==> src/rtl/core/bdfp_pkg.sv <==
`default_nettype none

package bdfp_pkg;

	// Characters the frame grammar cares about
	localparam logic [7:0] CH_OPEN  = 8'h5B; // '['
	localparam logic [7:0] CH_CLOSE = 8'h5D; // ']'
	localparam logic [7:0] CH_COMMA = 8'h2C; // ','
	localparam logic [7:0] CH_HASH  = 8'h23; // '#'
	localparam logic [7:0] CH_0     = 8'h30; // '0'
	localparam logic [7:0] CH_9     = 8'h39; // '9'

	localparam logic [2:0] POS_MAX = 3'd7;

	// Field slots
	localparam logic [1:0] FLD_X    = 2'd0;
	localparam logic [1:0] FLD_Y    = 2'd1;
	localparam logic [1:0] FLD_DIST = 2'd2;

	// Frame modes
	localparam logic MODE_XYD  = 1'b0;
	localparam logic MODE_STOP = 1'b1;

	typedef enum logic [2:0] {
		PH_START,
		PH_FIELDS,
		PH_STOP,
		PH_ACCEPT,
		PH_REJECT,
		PH_STOPPED
	} phase_t;

	// Per-frame control state
	typedef struct packed {
		phase_t     phase;
		logic [2:0] pos;
		logic [1:0] field;
	} frame_ctl_t;

	localparam frame_ctl_t CTL_IDLE = '{phase: PH_START, pos: 3'd0, field: FLD_X};

	// Letters of the stop command, indexed by byte position minus one
	function automatic logic [7:0] stop_char(input logic [1:0] idx);
		logic [7:0] c;
		case (idx)
			2'd0: c = 8'h73; // 's'
			2'd1: c = 8'h74; // 't'
			2'd2: c = 8'h6F; // 'o'
			2'd3: c = 8'h70; // 'p'
			default: c = 8'h73;
		endcase
		return c;
	endfunction

endpackage

`default_nettype wire

==> src/rtl/core/bdfp_step.sv <==
`default_nettype none

// Next-state logic for one received byte
module bdfp_step #(
	parameter int VALUE_WIDTH = 16
) (
	input  wire logic                    frame_mode,
	input  wire logic [7:0]              rx_byte,
	input  wire bdfp_pkg::frame_ctl_t    ctl,
	input  wire logic [VALUE_WIDTH-1:0]  acc_first,
	input  wire logic [VALUE_WIDTH-1:0]  acc_second,
	input  wire logic [VALUE_WIDTH-1:0]  acc_third,
	input  wire logic [VALUE_WIDTH-1:0]  held_x,
	input  wire logic [VALUE_WIDTH-1:0]  held_y,
	input  wire logic [VALUE_WIDTH-1:0]  held_distance,
	output bdfp_pkg::frame_ctl_t         ctl_next,
	output logic      [VALUE_WIDTH-1:0]  acc_first_next,
	output logic      [VALUE_WIDTH-1:0]  acc_second_next,
	output logic      [VALUE_WIDTH-1:0]  acc_third_next,
	output logic      [VALUE_WIDTH-1:0]  held_x_next,
	output logic      [VALUE_WIDTH-1:0]  held_y_next,
	output logic      [VALUE_WIDTH-1:0]  held_distance_next
);
	import bdfp_pkg::*;

	logic [1:0]             last_field;
	logic                   is_digit;
	logic [VALUE_WIDTH-1:0] digit;
	logic [VALUE_WIDTH-1:0] acc_sel;
	logic [VALUE_WIDTH-1:0] acc_new;
	logic                   stop_hit;

	// Select the accumulator of the current field, fold in the digit and match the stop letter
	always_comb begin
		last_field = (frame_mode == MODE_STOP) ? FLD_Y : FLD_DIST;
		is_digit   = rx_byte inside {[CH_0:CH_9]};
		digit      = VALUE_WIDTH'(rx_byte[3:0]);
		case (ctl.field)
			FLD_X:   acc_sel = acc_first;
			FLD_Y:   acc_sel = acc_second;
			default: acc_sel = acc_third;
		endcase
		acc_new  = (acc_sel << 3) + (acc_sel << 1) + digit;
		stop_hit = (ctl.pos >= 3'd1) && (ctl.pos <= 3'd4)
			&& (rx_byte == stop_char(2'(ctl.pos - 3'd1)));
	end

	// Advance the frame state by one byte
	always_comb begin
		ctl_next           = ctl;
		acc_first_next     = acc_first;
		acc_second_next    = acc_second;
		acc_third_next     = acc_third;
		held_x_next        = held_x;
		held_y_next        = held_y;
		held_distance_next = held_distance;

		if (ctl.pos < POS_MAX) begin
			ctl_next.pos = ctl.pos + 3'd1;
		end

		case (ctl.phase)
			PH_START: begin
				if (rx_byte == CH_OPEN) begin
					ctl_next.phase = PH_FIELDS;
				end else if (rx_byte == CH_HASH && frame_mode == MODE_STOP) begin
					ctl_next.phase = PH_STOP;
				end else begin
					ctl_next.phase = PH_REJECT;
				end
			end
			PH_FIELDS: begin
				if (is_digit) begin
					case (ctl.field)
						FLD_X:   acc_first_next  = acc_new;
						FLD_Y:   acc_second_next = acc_new;
						default: acc_third_next  = acc_new;
					endcase
				end else if (rx_byte == CH_COMMA && ctl.field < last_field) begin
					ctl_next.field = ctl.field + 2'd1;
				end else if (rx_byte == CH_CLOSE) begin
					held_x_next = acc_first;
					held_y_next = acc_second;
					if (frame_mode == MODE_XYD) begin
						held_distance_next = acc_third;
					end
					ctl_next.phase = PH_ACCEPT;
				end else begin
					ctl_next.phase = PH_REJECT;
				end
			end
			PH_STOP: begin
				if (stop_hit) begin
					ctl_next.phase = (ctl.pos == 3'd4) ? PH_STOPPED : PH_STOP;
				end else begin
					ctl_next.phase = PH_REJECT;
				end
			end
			default: begin
			end
		endcase
	end

endmodule

`default_nettype wire

==> src/rtl/core/bracketed_decimal_frame_parser_core.sv <==
`default_nettype none

// Channel   Direction  Handshake            Payload
// input     in         in_valid / in_stall  rx_byte, end_of_frame
// result    out        out_valid/out_stall  coord_accepted, pos_x, pos_y, distance,
//                                           stop_request
// config    in         cfg_wr_en            cfg_wr_data (frame_mode)
//
// One byte per cycle unless a stalled result holds the input: a byte is captured in the input
// stage and parsed from there. A frame's result is registered when its last byte is parsed,
// so it is offered from the result register, after the input stage.
// The parse state loop (phase, field, accumulators) closes through the step logic and the state registers.
// Reset clears the mode, the frame state and the held values; no clearing pass.
// A stalled result only holds back a frame's last byte, and new bytes behind it; other bytes keep flowing.
module bracketed_decimal_frame_parser_core #(
	parameter int VALUE_WIDTH = 16
) (
	input  wire logic                          clk,
	input  wire logic                          arst_n,
	input  wire logic                          cfg_wr_en,
	input  wire logic                          cfg_wr_data,
	input  wire logic                          in_valid,
	output logic                               in_stall,
	input  wire logic [7:0]                    rx_byte,
	input  wire logic                          end_of_frame,
	output logic                               out_valid,
	input  wire logic                          out_stall,
	output logic                               coord_accepted,
	output logic signed [VALUE_WIDTH-1:0]      pos_x,
	output logic signed [VALUE_WIDTH-1:0]      pos_y,
	output logic signed [VALUE_WIDTH-1:0]      distance,
	output logic                               stop_request
);
	import bdfp_pkg::*;

	logic                   mode_q;
	logic                   valid_s1;
	logic [7:0]             byte_s1;
	logic                   eof_s1;
	frame_ctl_t             ctl_q;
	frame_ctl_t             ctl_next;
	logic [VALUE_WIDTH-1:0] acc_first_q, acc_second_q, acc_third_q;
	logic [VALUE_WIDTH-1:0] acc_first_next, acc_second_next, acc_third_next;
	logic [VALUE_WIDTH-1:0] held_x_q, held_y_q, held_distance_q;
	logic [VALUE_WIDTH-1:0] held_x_next, held_y_next, held_distance_next;
	logic                   out_free;
	logic                   go_s1;
	logic                   in_xfer;

	// Flow control
	assign out_free = !out_valid || !out_stall;
	assign go_s1    = valid_s1 && (!eof_s1 || out_free);
	assign in_stall = valid_s1 && !go_s1;
	assign in_xfer  = in_valid && !in_stall;

	// Hold the frame mode
	always_ff @(posedge clk or negedge arst_n) begin
		if (!arst_n) begin
			mode_q <= MODE_XYD;
		end else if (cfg_wr_en) begin
			mode_q <= cfg_wr_data;
		end
	end

	// Input stage
	always_ff @(posedge clk or negedge arst_n) begin
		if (!arst_n) begin
			valid_s1 <= 1'b0;
		end else if (in_xfer) begin
			valid_s1 <= 1'b1;
		end else if (go_s1) begin
			valid_s1 <= 1'b0;
		end
	end

	always_ff @(posedge clk) begin
		if (in_xfer) begin
			byte_s1 <= rx_byte;
			eof_s1  <= end_of_frame;
		end
	end

	bdfp_step #(
		.VALUE_WIDTH(VALUE_WIDTH)
	) u_step (
		.frame_mode         (mode_q),
		.rx_byte            (byte_s1),
		.ctl                (ctl_q),
		.acc_first          (acc_first_q),
		.acc_second         (acc_second_q),
		.acc_third          (acc_third_q),
		.held_x             (held_x_q),
		.held_y             (held_y_q),
		.held_distance      (held_distance_q),
		.ctl_next           (ctl_next),
		.acc_first_next     (acc_first_next),
		.acc_second_next    (acc_second_next),
		.acc_third_next     (acc_third_next),
		.held_x_next        (held_x_next),
		.held_y_next        (held_y_next),
		.held_distance_next (held_distance_next)
	);

	// Advance the frame state; clear it after the last byte
	always_ff @(posedge clk or negedge arst_n) begin
		if (!arst_n) begin
			ctl_q           <= CTL_IDLE;
			acc_first_q     <= '0;
			acc_second_q    <= '0;
			acc_third_q     <= '0;
			held_x_q        <= '0;
			held_y_q        <= '0;
			held_distance_q <= '0;
		end else if (go_s1) begin
			held_x_q        <= held_x_next;
			held_y_q        <= held_y_next;
			held_distance_q <= held_distance_next;
			if (eof_s1) begin
				ctl_q        <= CTL_IDLE;
				acc_first_q  <= '0;
				acc_second_q <= '0;
				acc_third_q  <= '0;
			end else begin
				ctl_q        <= ctl_next;
				acc_first_q  <= acc_first_next;
				acc_second_q <= acc_second_next;
				acc_third_q  <= acc_third_next;
			end
		end
	end

	// Result register
	always_ff @(posedge clk or negedge arst_n) begin
		if (!arst_n) begin
			out_valid <= 1'b0;
		end else if (go_s1 && eof_s1) begin
			out_valid <= 1'b1;
		end else if (!out_stall) begin
			out_valid <= 1'b0;
		end
	end

	always_ff @(posedge clk) begin
		if (go_s1 && eof_s1) begin
			coord_accepted <= (ctl_next.phase == PH_ACCEPT);
			stop_request   <= (ctl_next.phase == PH_STOPPED);
			pos_x          <= held_x_next;
			pos_y          <= held_y_next;
			distance       <= held_distance_next;
		end
	end

endmodule

`default_nettype wire
==> config.mk <==
export PLATFORM = sky130hd
export DESIGN_NAME = bracketed_decimal_frame_parser_core
export DESIGN_NICKNAME = d
export VERILOG_FILES = /design/src/rtl/core/bdfp_pkg.sv /design/src/rtl/core/bdfp_step.sv /design/src/rtl/core/bracketed_decimal_frame_parser_core.sv
export SDC_FILE = /design/constraint.sdc
export NUM_CORES = 1
export LEC_CHECK = 0
export BUFFER_PORTS_ARGS = -buffer_cell sky130_fd_sc_hd__buf_2
export CORE_MARGIN = 10
export CORE_UTILIZATION = 30
export CTS_CLUSTER_DIAMETER = 100
export CTS_CLUSTER_SIZE = 8
export DETAILED_ROUTE_END_ITERATION = 6
export PLACE_DENSITY = 0.54
export SLEW_MARGIN = 10
export SYNTH_ARGS = -nofsm -noshare
export SYNTH_HDL_FRONTEND = slang
export SYNTH_SLANG_ARGS = --single-unit
==> constraint.sdc <==
create_clock -name clk -period 5.6 [get_ports clk]
set_clock_uncertainty 0.15 [all_clocks]
set_input_delay 1.4 -clock clk [delete_from_list [all_inputs] [get_ports clk]]
set_output_delay 1.4 -clock clk [all_outputs]
set_load 0.01 [all_outputs]
==> results.txt <==
----------------------------------------------------
[Status]
  Result of the run ... finished, final reports clean

[Die]
  Area inside the core boundary ... 26100 um2
  Std-Cell Rows ... 59
  Count of boundary I/O pins ... 67
  Die height ... 183 um
  Die outline area ... 33600 um2
  Width of the chip ... 183 um
  Starting density of the core ... 30.6%

[Place]
  Count of buffers from port buffering ... 66
  Placed wire-length estimate after detailed placement ... 12.7 mm
  Number of instances in the placed design ... 1015
  GPL Wtd Cong ... 0.843

[Synthesis]
  Fraction of registers with async set/reset ... 64.5%
  Largest family of logic cells by synthesized area ... multiplexers
  Xor/xnor cell area share of the yosys netlist ... 1.86%
  Most frequently used flop master after synthesis ... dfrtp_1
  Netlist area before placement ... 7990 um2
  Post-synthesis sequential area ratio ... 55.7%
  Multiplexer share of the synthesized area ... 15.7%
  Area fraction in compound gates after synthesis ... 8.55%
  Net Count, Synth ... 685
  Synthesized-area fraction occupied by adder cells ... 5.67%
  Number of synthesized register bits ... 166
  Simple-gate portion of the synthesized area ... 9.65%
  Yosys warnings ... 0
  Largest area contributor in the netlist ... dfrtp_1
  Synth Instances ... 635
  Most used standard cells in the synthesized netlist ... dfrtp_1, mux2_2, nand2_1
  Count leader, synth ... dfrtp_1
  Avg Synthesized Cell Area ... 12.6 um2
  Area share of the leading cell type in the synthesized netlist ... 33.5%
  EDFF count, synth ... 59
  Largest cells by area after synthesis ... dfrtp_1, edfxtp_1, mux2_2
  Unique masters post-synth ... 55

[Power and ir drop]
  Sw power ... 678 uW
  Sequential share of power ... 50.1%
  Comb power frac ... 5.9%
  Cell-internal power ... 1940 uW
  Share of total power in the clock network ... 44.0%
  Peak supply drop ... 168 uV
  Pwr dens ... 283 nW/um2
  Net switching fraction of the power ... 25.9%
  Leakage ... 0.00436 uW

[Layout]
  Layout area overhead ... 15.6%
  Fillers ... 2606
  Combined flip-flop and latch cell area ... 4450 um2
  Fraction of layout cells with a size suffix above 1 ... 30.5%
  Area of the multi-input gates ... 3310 um2
  Final nets ... 749
  Total inserted antenna cells ... 0
  Filler-free cell count of the finished design ... 1047

[Clocking]
  Source-to-sink clock delay at the later pin of the worst-skew pair ... 0.43 ns
  Setup Fix Bufs, Post-CTS ... 0
  Buffers from clock root to sink, at most ... 2
  CTS tree ... done
  Clk sink count ... 166
  Clock transition time at the flip-flop clock pins of the worst setup and hold paths ... 0.08 ns
  Maximum level of the CTS H-tree ... 4
  Library cell used as clock root buffer ... clkbuf_16
  Number of buffers created by CTS ... 17
  PostCTS Resize Cnt ... 0
  Quantity of hold-fixing buffers added after cts ... 0

[Critical path]
  Startpoint kind of the worst setup timing path ... flip-flop
  WP data required ... 5.76 ns
  Critical Setup Path Class ... flip-flop to flip-flop
  Data arrival at the endpoint of the critical path ... 4.50 ns
  Kind of end point of the critical path ... flip-flop
  Biggest fanout along the worst timing path ... 18

[Timing]
  Tightest Pin Transition ... 0.971 ns
  Peak clock frequency supported by timing ... 0.231 GHz
  Unrepaired setup endpoints after global routing ... no
  Worst slew margin ... 35.2%
  Endpoints failing setup ... 0
  Final-report max-slew violation count ... 0
  Final-layout setup total negative slack ... 0 ns
  Number of hold violations in the final report ... 0
  Minimum clock period after layout ... 4.34 ns
  Fin crit share ... 77.4%

[GRT]
  Via count of the first global-routing pass ... 5290
  Wire length of the first global-routing pass ... 28.8 mm
  Number of antenna violations at the first check in global routing ... 0
  GRT Util Overall ... 10.9%
  Overflow left after global routing ... 0
  Maximum number of pins on one net before global-route repair ... 73

[Routing]
  Aggregate routed wire length ... 17.9 mm
  Remaining antenna violation count ... 0
  Wire length per cell ... 17.0 um
  DRC violation count after routing ... 0
  Detailed Route Iter0 Violations ... 286
  Number of optimization iterations in the first detailed-route pass ... 5
  Drt via density ... 4.78
  Total via count after detailed routing ... 5002

[Job]
  Max Cap Viol ... 0

[Min path]
  Type of the worst min-delay path ... flip-flop to flip-flop

----------------------------------------------------
[worst max-delay path, cell delays in order, from the launching register on]
cell and delay, ns:
dfrtp_1 0.42, inv_1 0.06, ha_1 0.42, nor2_1 0.17, buf_4 0.22, a21o_1 0.16
inv_1 0.06, fa_1 0.49, inv_1 0.07, fa_1 0.48, a211oi_1 0.41, o21ai_0 0.24
a41oi_1 0.29, xor2_1 0.21, nor2_1 0.08, mux2_2 0.28
[area by class of cell]
type / instances / share of cell area (%)
sequential: 166 / 48.2
multi-input combinational: 423 / 35.9
clock buffer: 17 / 4.61
tap: 335 / 4.54
timing repair buffer: 75 / 4.34
clock inverter: 15 / 1.82
inverter: 16 / 0.650
[through the flow]
| stage | hold slack (ns) | utilization [%] | setup WS (ns) | power, uW | cell area [um2] |
|---|---|---|---|---|---|
| after global placement | 0.320 | 33.1 | 1.39 | 1490 | 8640 |
| after detailed placement | 0.333 | 33.1 | 1.30 | 1490 | 8640 |
| final | 0.347 | 35.3 | 1.26 | 2610 | 9230 |
| after floorplan | 0.293 | - | 1.71 | 1420 | 7990 |
| after global routing | 0.364 | 35.3 | 0.923 | 2730 | 9230 |
| after CTS | 0.350 | 35.3 | 1.28 | 2660 | 9230 |
[power groups by stage]
stage | logic (uW) | registers, uW | clock network, uW
finish | 153 | 1310 | 1150
floorplan | 86.4 | 1340 | 0
detailed placement | 157 | 1330 | 0
global route | 172 | 1310 | 1240
global placement | 157 | 1330 | 0
CTS | 158 | 1310 | 1190
[cells by family after synthesis]
| kind of cell | count (synthesis) |
|---|---|
| AOI/OAI and AO/OA | 98 |
| xor gates and xnor gates | 17 |
| adders and majority gates | 35 |
| buffers and inverters | 46 |
| DFF | 166 |
| muxes | 108 |
| and+or+nand+nor | 165 |
[cell usage in the layout (no fill, tap or decap), drive strengths merged, types with 5 or more instances in the layout]
master	synthesis	final
a21o	6	6
mux2	108	108
a22oi	13	13
nand2	80	80
nor2	25	25
nor3	5	5
a22o	10	10
clkinv	0	9
clkbuf	19	17
o21ai	23	23
ha	33	33
a21oi	14	14
buf	11	75
nand3	16	16
xnor2	11	11
and3	5	5
and2	7	7
dfrtp	107	107
xor2	6	6
inv	16	21
edfxtp	59	59
o31ai	5	5
nand2b	8	8
[final timing paths]
check	start	endpoint	slack (ns)	cells after the start
worst min register to register	acc_first_q[15]$_DFFE_PN0P_	acc_first_q[15]$_DFFE_PN0P_	0.35	2
worst max register to register	ctl_q[0]$_DFFE_PN0P_	acc_second_q[12]$_DFFE_PN0P_	1.26	15
min in group asynchronous	arst_n	held_y_q[4]$_DFFE_PN0P_	0.97	1
worst max-delay path	ctl_q[0]$_DFFE_PN0P_	acc_second_q[12]$_DFFE_PN0P_	1.26	15
max in group asynchronous	arst_n	acc_third_q[8]$_DFFE_PN0P_	3.30	2
worst min-delay path	acc_first_q[15]$_DFFE_PN0P_	acc_first_q[15]$_DFFE_PN0P_	0.35	2
[routing by layer]
metal	track usage (%)	wire [um]	part of all wire, %
met5	0	0	0
met4	3.31	272	1.5
met3	3.00	708	4.0
met2	17.6	8400	47
met1	13.9	8470	47
Power figures use the tool's default switching activity.
